$ cat src/hw/rtl/dkm_pkg.sv
// Package: constants, types and field layout of the keypad mapper.
`default_nettype none
package dkm_pkg;

    localparam int NUM_BUTTONS   = 8;
    localparam int MAX_KEYS      = 3;
    localparam int TIME_BITS     = 32;
    localparam int KEY_BUTTONS   = 6;
    localparam int NUM_CODES     = 3;
    localparam int QUEUE_DEPTH   = 2;
    localparam int QPTR_W        = $clog2(QUEUE_DEPTH);
    localparam int QCNT_W        = $clog2(QUEUE_DEPTH + 1);

    // Port widths
    localparam int IN_TDATA_W    = 40;
    localparam int OUT_TDATA_W   = 56;
    localparam int OUT_TUSER_W   = 2;
    localparam int CFG_IDX_W     = 3;
    localparam int CFG_DATA_W    = 64;

    // Buttons with fixed roles
    localparam logic [2:0] BTN_SET    = 3'd6;
    localparam logic [2:0] BTN_CANCEL = 3'd7;

    localparam logic [12:0] DEFAULT_DELAY  = 13'd10;
    localparam logic [9:0]  DEBOUNCE_RESET = 10'd20;

    // Event kinds
    localparam logic [1:0] KIND_BURST  = 2'd0;
    localparam logic [1:0] KIND_SET    = 2'd1;
    localparam logic [1:0] KIND_CANCEL = 2'd2;

    // Register indexes
    localparam logic [2:0] REG_MAP_LAST     = 3'd5;
    localparam logic [2:0] REG_MAPPED_COUNT = 3'd6;
    localparam logic [2:0] REG_DEBOUNCE     = 3'd7;

    // Map word layout
    localparam int MW_LEN_LO    = 48;
    localparam int MW_TOGGLE    = 50;
    localparam int MW_DELAY_LO  = 51;

    typedef logic [TIME_BITS-1:0] tick_time_t;
    typedef logic [63:0]          map_word_t;
    typedef logic [15:0]          key_code_t;

    // One result transaction
    typedef struct packed {
        logic [1:0] kind;
        logic [2:0] btn;
        logic [1:0] cnt;
        key_code_t  code_c;
        key_code_t  code_b;
        key_code_t  code_a;
        logic       last;
    } result_t;

    // One classified tick handed from front to back
    typedef struct packed {
        logic [NUM_BUTTONS-1:0] pressed;
        tick_time_t             now;
    } tick_entry_t;

    // Queue status seen by both sides
    typedef struct packed {
        logic full;
        logic empty;
    } q_status_t;

endpackage
`default_nettype wire

$ cat src/hw/rtl/debounced_keypad_mapper_with_repeat_core.sv
// Top level of the debounced keypad mapper with toggle auto-repeat.
//
//  channel   dir   payload (low bit first)                          end flag
//  s_ tick   in    tdata: raw_levels[7:0], now_ms[39:8]              -
//  m_ event  out   tdata: source_button, key_count, codes a, b, c;   tlast
//                  tuser: event_kind
//  cfg       in    index 0-5 map words, 6 mapped_count, 7 debounce   -
//
// The back takes each tick through its states in order: ST_IDLE picks it up
// from the queue, ST_BTN walks the buttons one per cycle while not blocked,
// ST_REP makes the repeat check and ST_DONE hands the held result, marked
// last, to the output register. Reset is synchronous and active low; no
// clearing pass. The front takes a new tick while the two-entry queue has
// room; the back stalls when a result must move on while one is held and the
// output register is still full.
`default_nettype none
module debounced_keypad_mapper_with_repeat_core (
    input  wire logic                               aclk,
    input  wire logic                               aresetn,
    input  wire logic                               s_tvalid,
    output logic                                    s_tready,
    input  wire logic [dkm_pkg::IN_TDATA_W-1:0]     s_tdata,   // raw_levels, now_ms
    output logic                                    m_tvalid,
    input  wire logic                               m_tready,
    output logic [dkm_pkg::OUT_TDATA_W-1:0]         m_tdata,   // source_button, key_count,
                                                               // key_code_a, _b, _c
    output logic [dkm_pkg::OUT_TUSER_W-1:0]         m_tuser,   // event_kind
    output logic                                    m_tlast,   // last_of_tick
    input  wire logic                               cfg_wr_en,
    input  wire logic [dkm_pkg::CFG_IDX_W-1:0]      cfg_index,
    input  wire logic [dkm_pkg::CFG_DATA_W-1:0]     cfg_wdata
);

    dkm_pkg::map_word_t   map_word_reg [dkm_pkg::KEY_BUTTONS];
    logic [2:0]           mapped_count_reg;
    logic [9:0]           settle_ms_reg;

    logic                 tick_fire;
    dkm_pkg::tick_entry_t front_entry, q_head;
    dkm_pkg::q_status_t   q_status;
    logic                 q_pop;
    dkm_pkg::result_t     result;

    // Configuration registers
    always_ff @(posedge aclk) begin
        if (!aresetn) begin
            for (int i = 0; i < dkm_pkg::KEY_BUTTONS; i++) begin
                map_word_reg[i] <= '0;
            end
            mapped_count_reg <= '0;
            settle_ms_reg    <= dkm_pkg::DEBOUNCE_RESET;
        end else if (cfg_wr_en) begin
            if (cfg_index <= dkm_pkg::REG_MAP_LAST) begin
                map_word_reg[cfg_index] <= cfg_wdata;
            end else if (cfg_index == dkm_pkg::REG_MAPPED_COUNT) begin
                mapped_count_reg <= cfg_wdata[2:0];
            end else if (cfg_index == dkm_pkg::REG_DEBOUNCE) begin
                settle_ms_reg <= cfg_wdata[9:0];
            end
        end
    end

    assign s_tready  = !q_status.full;
    assign tick_fire = s_tvalid && s_tready;

    dkm_front u_front (
        .aclk        (aclk),
        .aresetn     (aresetn),
        .tick_fire   (tick_fire),
        .raw_levels  (s_tdata[7:0]),
        .now_t       (s_tdata[8 +: dkm_pkg::TIME_BITS]),
        .settle_ms   (settle_ms_reg),
        .entry       (front_entry)
    );

    dkm_queue u_queue (
        .aclk       (aclk),
        .aresetn    (aresetn),
        .push       (tick_fire),
        .push_entry (front_entry),
        .pop        (q_pop),
        .head       (q_head),
        .status     (q_status)
    );

    dkm_back u_back (
        .aclk         (aclk),
        .aresetn      (aresetn),
        .q_status     (q_status),
        .q_head       (q_head),
        .q_pop        (q_pop),
        .map_words    (map_word_reg),
        .mapped_count (mapped_count_reg),
        .out_result   (result),
        .out_valid    (m_tvalid),
        .out_ready    (m_tready)
    );

    // Output packing
    assign m_tdata = {3'b000, result.code_c, result.code_b, result.code_a,
                      result.cnt, result.btn};
    assign m_tuser = result.kind;
    assign m_tlast = result.last;

endmodule
`default_nettype wire

$ cat src/hw/rtl/dkm_front.sv
// Front end: debounces the raw levels of each tick and finds new presses.
`default_nettype none
module dkm_front (
    input  wire logic                        aclk,
    input  wire logic                        aresetn,
    input  wire logic                        tick_fire,
    input  wire logic [7:0]                  raw_levels,
    input  wire dkm_pkg::tick_time_t         now_t,
    input  wire logic [9:0]                  settle_ms,
    output dkm_pkg::tick_entry_t             entry
);

    logic [dkm_pkg::NUM_BUTTONS-1:0] stable_level_reg, stable_level_next;
    dkm_pkg::tick_time_t agree_time_reg  [dkm_pkg::NUM_BUTTONS];
    dkm_pkg::tick_time_t agree_time_next [dkm_pkg::NUM_BUTTONS];
    logic [dkm_pkg::NUM_BUTTONS-1:0] pressed;

    // Per-button debounce, all buttons side by side
    always_comb begin
        dkm_pkg::tick_time_t elapsed;
        stable_level_next = stable_level_reg;
        pressed           = '0;
        elapsed           = '0;
        for (int i = 0; i < dkm_pkg::NUM_BUTTONS; i++) begin
            agree_time_next[i] = agree_time_reg[i];
            if (raw_levels[i] != stable_level_reg[i]) begin
                elapsed = now_t - agree_time_reg[i];
                if (elapsed > dkm_pkg::tick_time_t'(settle_ms)) begin
                    agree_time_next[i]   = now_t;
                    stable_level_next[i] = raw_levels[i];
                    pressed[i]           = ~raw_levels[i];
                end
            end else begin
                agree_time_next[i] = now_t;
            end
        end
    end

    assign entry.pressed = pressed;
    assign entry.now     = now_t;

    // State update on each accepted tick
    always_ff @(posedge aclk) begin
        if (!aresetn) begin
            stable_level_reg <= '1;
            for (int i = 0; i < dkm_pkg::NUM_BUTTONS; i++) begin
                agree_time_reg[i] <= '0;
            end
        end else if (tick_fire) begin
            stable_level_reg <= stable_level_next;
            for (int i = 0; i < dkm_pkg::NUM_BUTTONS; i++) begin
                agree_time_reg[i] <= agree_time_next[i];
            end
        end
    end

endmodule
`default_nettype wire

$ cat src/hw/rtl/dkm_queue.sv
// Short queue of classified ticks between front and back.
`default_nettype none
module dkm_queue (
    input  wire logic                 aclk,
    input  wire logic                 aresetn,
    input  wire logic                 push,
    input  wire dkm_pkg::tick_entry_t push_entry,
    input  wire logic                 pop,
    output dkm_pkg::tick_entry_t      head,
    output dkm_pkg::q_status_t        status
);

    dkm_pkg::tick_entry_t slot_reg [dkm_pkg::QUEUE_DEPTH];
    logic [dkm_pkg::QPTR_W-1:0] wr_ptr_reg, rd_ptr_reg;
    logic [dkm_pkg::QCNT_W-1:0] count_reg, count_next;
    logic do_push, do_pop;

    assign status.full  = (count_reg == dkm_pkg::QCNT_W'(dkm_pkg::QUEUE_DEPTH));
    assign status.empty = (count_reg == '0);
    assign do_push      = push && !status.full;
    assign do_pop       = pop && !status.empty;
    assign head         = slot_reg[rd_ptr_reg];

    always_comb begin
        count_next = count_reg;
        if (do_push && !do_pop) begin
            count_next = count_reg + 1'b1;
        end else if (do_pop && !do_push) begin
            count_next = count_reg - 1'b1;
        end
    end

    // Pointers and occupancy
    always_ff @(posedge aclk) begin
        if (!aresetn) begin
            wr_ptr_reg <= '0;
            rd_ptr_reg <= '0;
            count_reg  <= '0;
        end else begin
            if (do_push) begin
                wr_ptr_reg <= wr_ptr_reg + 1'b1;
            end
            if (do_pop) begin
                rd_ptr_reg <= rd_ptr_reg + 1'b1;
            end
            count_reg <= count_next;
        end
    end

    // Entry storage
    always_ff @(posedge aclk) begin
        if (do_push) begin
            slot_reg[wr_ptr_reg] <= push_entry;
        end
    end

endmodule
`default_nettype wire

$ cat src/hw/rtl/dkm_back.sv
// Back end: walks the presses of one tick, runs the repeat and emits results.
`default_nettype none
module dkm_back (
    input  wire logic                 aclk,
    input  wire logic                 aresetn,
    input  wire dkm_pkg::q_status_t   q_status,
    input  wire dkm_pkg::tick_entry_t q_head,
    output logic                      q_pop,
    input  wire dkm_pkg::map_word_t   map_words [dkm_pkg::KEY_BUTTONS],
    input  wire logic [2:0]           mapped_count,
    output dkm_pkg::result_t          out_result,
    output logic                      out_valid,
    input  wire logic                 out_ready
);

    localparam logic [1:0] ST_IDLE = 2'd0;
    localparam logic [1:0] ST_BTN  = 2'd1;
    localparam logic [1:0] ST_REP  = 2'd2;
    localparam logic [1:0] ST_DONE = 2'd3;

    logic [1:0] state_reg, state_next;
    logic [2:0] idx_reg, idx_next;

    // Repeat state
    logic                 rep_active_reg, rep_active_next;
    logic [2:0]           rep_btn_reg, rep_btn_next;
    dkm_pkg::key_code_t   rep_codes_reg [dkm_pkg::NUM_CODES];
    dkm_pkg::key_code_t   rep_codes_next [dkm_pkg::NUM_CODES];
    logic [1:0]           rep_cnt_reg, rep_cnt_next;
    logic [12:0]          rep_int_reg, rep_int_next;
    dkm_pkg::tick_time_t  rep_last_reg, rep_last_next;

    // Held result and output register
    dkm_pkg::result_t pend_reg, pend_next;
    logic             pend_valid_reg, pend_valid_next;
    dkm_pkg::result_t out_reg, out_next;
    logic             out_valid_reg, out_valid_next;

    // Per-step decode
    dkm_pkg::map_word_t  word;
    logic [1:0]          len;
    logic [2:0]          limit;
    dkm_pkg::key_code_t  codes [dkm_pkg::NUM_CODES];
    dkm_pkg::tick_time_t rep_elapsed;
    logic                cand_valid;
    dkm_pkg::result_t    cand;
    logic                out_free, blocked;

    assign out_free    = !out_valid_reg || out_ready;
    assign out_valid   = out_valid_reg;
    assign out_result  = out_reg;
    assign limit       = (mapped_count > 3'(dkm_pkg::KEY_BUTTONS)) ?
                         3'(dkm_pkg::KEY_BUTTONS) : mapped_count;
    assign rep_elapsed = q_head.now - rep_last_reg;

    // Mapping of the current button, length clamped and unused codes zeroed
    always_comb begin
        word = (idx_reg < 3'(dkm_pkg::KEY_BUTTONS)) ? map_words[idx_reg] : '0;
        len  = word[dkm_pkg::MW_LEN_LO +: 2];
        if (len > 2'(dkm_pkg::MAX_KEYS)) begin
            len = 2'(dkm_pkg::MAX_KEYS);
        end
        for (int k = 0; k < dkm_pkg::NUM_CODES; k++) begin
            codes[k] = (2'(k) < len) ? word[16*k +: 16] : '0;
        end
    end

    // Sequencer
    always_comb begin
        state_next      = state_reg;
        idx_next        = idx_reg;
        rep_active_next = rep_active_reg;
        rep_btn_next    = rep_btn_reg;
        rep_cnt_next    = rep_cnt_reg;
        rep_int_next    = rep_int_reg;
        rep_last_next   = rep_last_reg;
        for (int k = 0; k < dkm_pkg::NUM_CODES; k++) begin
            rep_codes_next[k] = rep_codes_reg[k];
        end
        pend_next       = pend_reg;
        pend_valid_next = pend_valid_reg;
        out_next        = out_reg;
        out_valid_next  = out_valid_reg && !out_ready;
        q_pop           = 1'b0;
        cand_valid      = 1'b0;
        cand            = '0;
        blocked         = 1'b0;

        case (state_reg)
            ST_IDLE: begin
                if (!q_status.empty) begin
                    state_next = ST_BTN;
                    idx_next   = '0;
                end
            end
            ST_BTN: begin
                if (q_head.pressed[idx_reg]) begin
                    if (idx_reg == dkm_pkg::BTN_SET) begin
                        cand_valid = 1'b1;
                        cand.kind  = dkm_pkg::KIND_SET;
                        cand.btn   = idx_reg;
                    end else if (idx_reg == dkm_pkg::BTN_CANCEL) begin
                        cand_valid = 1'b1;
                        cand.kind  = dkm_pkg::KIND_CANCEL;
                        cand.btn   = idx_reg;
                    end else if (idx_reg < limit && len != 2'd0) begin
                        if (!word[dkm_pkg::MW_TOGGLE]) begin
                            cand_valid  = 1'b1;
                        end else if (rep_active_reg && rep_btn_reg == idx_reg) begin
                            // toggle of the running button: stop silently
                            rep_active_next = 1'b0;
                            rep_cnt_next    = '0;
                            for (int k = 0; k < dkm_pkg::NUM_CODES; k++) begin
                                rep_codes_next[k] = '0;
                            end
                        end else begin
                            // start a new repeat, replacing any other
                            cand_valid      = 1'b1;
                            rep_active_next = 1'b1;
                            rep_btn_next    = idx_reg;
                            rep_cnt_next    = len;
                            for (int k = 0; k < dkm_pkg::NUM_CODES; k++) begin
                                rep_codes_next[k] = codes[k];
                            end
                            rep_int_next  = word[dkm_pkg::MW_DELAY_LO +: 13];
                            if (rep_int_next == '0) begin
                                rep_int_next = dkm_pkg::DEFAULT_DELAY;
                            end
                            rep_last_next = q_head.now;
                        end
                        cand.kind   = dkm_pkg::KIND_BURST;
                        cand.btn    = idx_reg;
                        cand.cnt    = len;
                        cand.code_a = codes[0];
                        cand.code_b = codes[1];
                        cand.code_c = codes[2];
                    end
                end
                if (idx_reg == 3'(dkm_pkg::NUM_BUTTONS - 1)) begin
                    state_next = ST_REP;
                end
                idx_next = idx_reg + 1'b1;
            end
            ST_REP: begin
                if (rep_active_reg &&
                    rep_elapsed >= dkm_pkg::tick_time_t'(rep_int_reg)) begin
                    cand_valid    = 1'b1;
                    rep_last_next = q_head.now;
                end
                cand.kind   = dkm_pkg::KIND_BURST;
                cand.btn    = rep_btn_reg;
                cand.cnt    = rep_cnt_reg;
                cand.code_a = rep_codes_reg[0];
                cand.code_b = rep_codes_reg[1];
                cand.code_c = rep_codes_reg[2];
                state_next  = ST_DONE;
            end
            ST_DONE: begin
                if (!pend_valid_reg) begin
                    q_pop      = 1'b1;
                    state_next = ST_IDLE;
                end else if (out_free) begin
                    out_next          = pend_reg;
                    out_next.last     = 1'b1;
                    out_valid_next    = 1'b1;
                    pend_valid_next   = 1'b0;
                    q_pop             = 1'b1;
                    state_next        = ST_IDLE;
                end
            end
            default: begin
                state_next = ST_IDLE;
            end
        endcase

        // A new result needs the held one moved on first
        if (cand_valid) begin
            blocked = pend_valid_reg && !out_free;
            if (!blocked) begin
                if (pend_valid_reg) begin
                    out_next       = pend_reg;
                    out_valid_next = 1'b1;
                end
                pend_next       = cand;
                pend_valid_next = 1'b1;
            end
        end

        // Hold the whole step while blocked
        if (blocked) begin
            state_next      = state_reg;
            idx_next        = idx_reg;
            rep_active_next = rep_active_reg;
            rep_btn_next    = rep_btn_reg;
            rep_cnt_next    = rep_cnt_reg;
            rep_int_next    = rep_int_reg;
            rep_last_next   = rep_last_reg;
            for (int k = 0; k < dkm_pkg::NUM_CODES; k++) begin
                rep_codes_next[k] = rep_codes_reg[k];
            end
        end
    end

    // Control and repeat state
    always_ff @(posedge aclk) begin
        if (!aresetn) begin
            state_reg      <= ST_IDLE;
            idx_reg        <= '0;
            rep_active_reg <= 1'b0;
            rep_btn_reg    <= '0;
            rep_cnt_reg    <= '0;
            rep_int_reg    <= '0;
            rep_last_reg   <= '0;
            for (int k = 0; k < dkm_pkg::NUM_CODES; k++) begin
                rep_codes_reg[k] <= '0;
            end
            pend_valid_reg <= 1'b0;
            out_valid_reg  <= 1'b0;
        end else begin
            state_reg      <= state_next;
            idx_reg        <= idx_next;
            rep_active_reg <= rep_active_next;
            rep_btn_reg    <= rep_btn_next;
            rep_cnt_reg    <= rep_cnt_next;
            rep_int_reg    <= rep_int_next;
            rep_last_reg   <= rep_last_next;
            for (int k = 0; k < dkm_pkg::NUM_CODES; k++) begin
                rep_codes_reg[k] <= rep_codes_next[k];
            end
            pend_valid_reg <= pend_valid_next;
            out_valid_reg  <= out_valid_next;
        end
    end

    // Result payload
    always_ff @(posedge aclk) begin
        pend_reg <= pend_next;
        out_reg  <= out_next;
    end

endmodule
`default_nettype wire

$ cat config.mk
export PLATFORM = sky130hd
export DESIGN_NAME = debounced_keypad_mapper_with_repeat_core
export DESIGN_NICKNAME = d
export VERILOG_FILES = /design/src/hw/rtl/dkm_pkg.sv /design/src/hw/rtl/debounced_keypad_mapper_with_repeat_core.sv /design/src/hw/rtl/dkm_front.sv /design/src/hw/rtl/dkm_queue.sv /design/src/hw/rtl/dkm_back.sv
export SDC_FILE = /design/constraint.sdc
export NUM_CORES = 2
export LEC_CHECK = 0
export BUFFER_PORTS_ARGS = -buffer_cell sky130_fd_sc_hd__clkbuf_2
export CORE_MARGIN = 5
export CORE_UTILIZATION = 25
export DETAILED_ROUTE_END_ITERATION = 16
export GPL_ROUTABILITY_DRIVEN = 1
export GPL_TIMING_DRIVEN = 0
export PLACE_DENSITY = 0.42
export SYNTH_ARGS = -nofsm -noshare
export SYNTH_HDL_FRONTEND = slang
export SYNTH_HIERARCHICAL = 1
export SYNTH_SLANG_ARGS = --single-unit
$ cat constraint.sdc
create_clock -name aclk -period 19.4 [get_ports aclk]
set_input_delay 3.88 -clock aclk [delete_from_list [all_inputs] [get_ports aclk]]
set_output_delay 3.88 -clock aclk [all_outputs]
set_load 0.05 [all_outputs]
==> flow_summary.ini <==
[synth]
synth_top_family_by_area = compound AO/OA/AOI/OAI gates
yosys.area_share.adder_pct = 8.419
synth-edff-count = 446
yosys_register_bits = 963
postSynthAreaPerCell_um2 = 9.578
synth_warnings = 6
yosys_most_used_dff = dfxtp_1
synth_mux_area_share_pct = 12.13
synthCells = 6151
seq_area_frac_synth_pct = 40.30
synth_cell_type_count = 113
synth_simple_gate_area_share_pct = 14.72
synth_xor_area_share_pct = 2.676
syn_area_um2 = 58910
async_flop_share_pct = 0
synth_compound_area_share_pct = 15.90

[global_routing]
grtUsageTotal_pct = 16.70
grt_pass1_wl_um = 310200
grt_pass1_vias = 46450
antenna_found_initial = 26
overflow = 0
grt_max_degree = 56

[power]
p_leak_uw = 0.02620
total_power_uw = 7231
power-per-cell-area_nw_per_um2 = 106.9
ir_drop_uv = 71.34

[min_path]
hp-class = flip-flop to flip-flop
min_from = map_word_reg[338]
holdPathStages = 2

[timing]
setup_viol = 0
period_needed_ns = 9.840
hold_viol = 0
tightest_slew_ns = 1.395
fin_skew_ns = 0.06127
rsz0062_at_grt = false
period_share_pct = 50.72
drv_slew = 0
relSlewSlack_pct = 6.988
fmax_ghz = 0.1016
tns_ns = 0
whs_ns = 0.4539

[worst_setup_path]
crit_fanout = 32
arrival_ns = 10.07
cp.required_ns = 19.63
end_kind = flip-flop
start_kind = input port
setup.worst_path.start = s_tdata[8]
path_class = input port to flip-flop
reg2regPathDepth = 25

[status]
status = completed

[clock_network]
cts_buffer_depth = 3
h-tree-depth = 3
root_buffer = clkbuf_16
holdBufCountCts = 0
cts_resized = 0
cts_sinks = 963
numCtsBuffers = 111
postCtsSetupBuffers = 0
clkTransAtPathRegs_ns = 0.06
clock_latency_ns = 0.78
cts_tree = yes

[finish]
drive_gt1_share_pct = 10.05
area.sequential_um2 = 23740
largest_reg_flops = 384
syn2layout_area_growth_pct = 14.84
multiInputGateArea_um2 = 31790
layout_commonest_cell = nand2_1
mostFrequentLayoutCells = 869 x nand2_1, 517 x mux2i_1, 517 x dfxtp_1, 446 x edfxtp_1, 403 x inv_1
instances_no_fill = 9687
nNetsFinal = 6943
fillers = 24840

[drt]
wl_um = 211300
dr.first_iter.drc_count = 3823
antenna_left = 0
post_drt_wl_per_cell_um = 21.81
vias = 47490
drc_errors = 0
vias_per_cell = 4.902
drtPass1Iterations = 6

[die]
core_um2 = 235000
rows = 178
io_pins = 173
dieArea_um2 = 245500
die_w_um = 495.4
initial_utilization_pct = 25.07
chipHeight_um = 495.4

[placed_design]
dp.cells = 9476
dp_hpwl_um = 153600
place_congestion = 0.8614
io_buffers = 165

[job]
drv_cap = 0
==> power breakdown <==
group          internal (uW)  total (uW)  switching [uW]
logic                    983        2650            1670
clock network           1220        2160             945
registers               2350        2420            66.9
total                   4550        7230            2680
==> synthesized netlist by cell type (54+ instances only) <==
cell,instances,area share (%)
and2_1,54,0.57
a22o_1,56,0.83
a21oi_1,362,3.1
dfxtp_1,517,18
a22oi_1,58,0.74
a211oi_1,61,0.78
edfxtp_1,446,23
a21o_1,103,1.3
nor2_1,287,1.8
clkbuf_1,216,1.4
o21a_1,79,1.0
nor2b_1,98,1.0
nand2_1,872,5.6
nand3_1,98,0.83
o21ai_0,238,2.0
nand4_1,98,1.0
and3_1,86,0.91
mux2i_1,517,8.8
xnor2_1,112,1.7
xor2_1,68,1.0
inv_1,403,2.6
nor3_1,74,0.63
ha_1,382,8.1
mux4_2,66,2.5
==> layer usage <==
| metal | GRT usage (%) | part of all wire (%) |
|---|---|---|
| met5 | 0 | 0 |
| met1 | 23.30 | 47 |
| met2 | 27.52 | 46 |
| met3 | 2.091 | 4.6 |
| met4 | 3.887 | 2.5 |
==> per-stage QoR <==
step	utilization [%]	setup slack [ns]	cell area, um2
CTS	28.78	9.533	67620
floorplan	-	9.744	58920
global route	28.79	9.023	67650
finish	28.79	9.560	67650
detailed placement	27.20	8.724	63900
global placement	27.10	6.777	63690
==> final timing paths <==
| path | slack [ns] | to |
|---|---|---|
| setup reg to reg | 12.19 | flip-flop |
| hold / removal | 0.45 | map_word_reg[338] |
| hold reg to reg | 0.45 | map_word_reg[338] |
| setup / recovery | 9.56 | u_front/agree_time_reg[1][24] |
==> cells by family after synthesis <==
group	Yosys count
AO/OA/AOI/OAI	1389
XOR/XNOR	180
adder cells (fa/ha/maj)	391
buffers and inverters	757
flip-flops	963
multiplexers	626
other	1
AND/OR/NAND/NOR	1844
==> final cells by class <==
type	instances	share of cell area (%)
antenna	2	0.007398
inverter	405	2.247
tap	3150	5.826
multi-input combinational	4433	46.99
buffer	352	2.839
timing repair buffer	174	1.505
clock buffer	150	4.485
sequential	963	35.09
clock inverter	58	1.004
==> worst max-delay path, stage by stage <==
cell       delay, ns
clkbuf_2        0.09
inv_1           0.77
ha_1            0.31
inv_1           0.06
fa_1            0.42
a211o_1         0.27
o211ai_1        0.16
inv_1           0.09
o21ai_0         0.16
nand2b_1        0.11
a21o_1          0.18
a21oi_1         0.17
xnor2_1         0.09
ha_1            0.21
a21oi_1         0.16
a21oi_1         0.07
a2111oi_0       0.42
o211ai_1        0.15
a2111o_1        0.38
nor4_1          0.22
nand4_1         0.18
a211oi_1        0.22
nand4_1         0.35
o21ai_0         0.34
nand2_2         0.54
No activity file was read; power rests on OpenSTA's default activity.
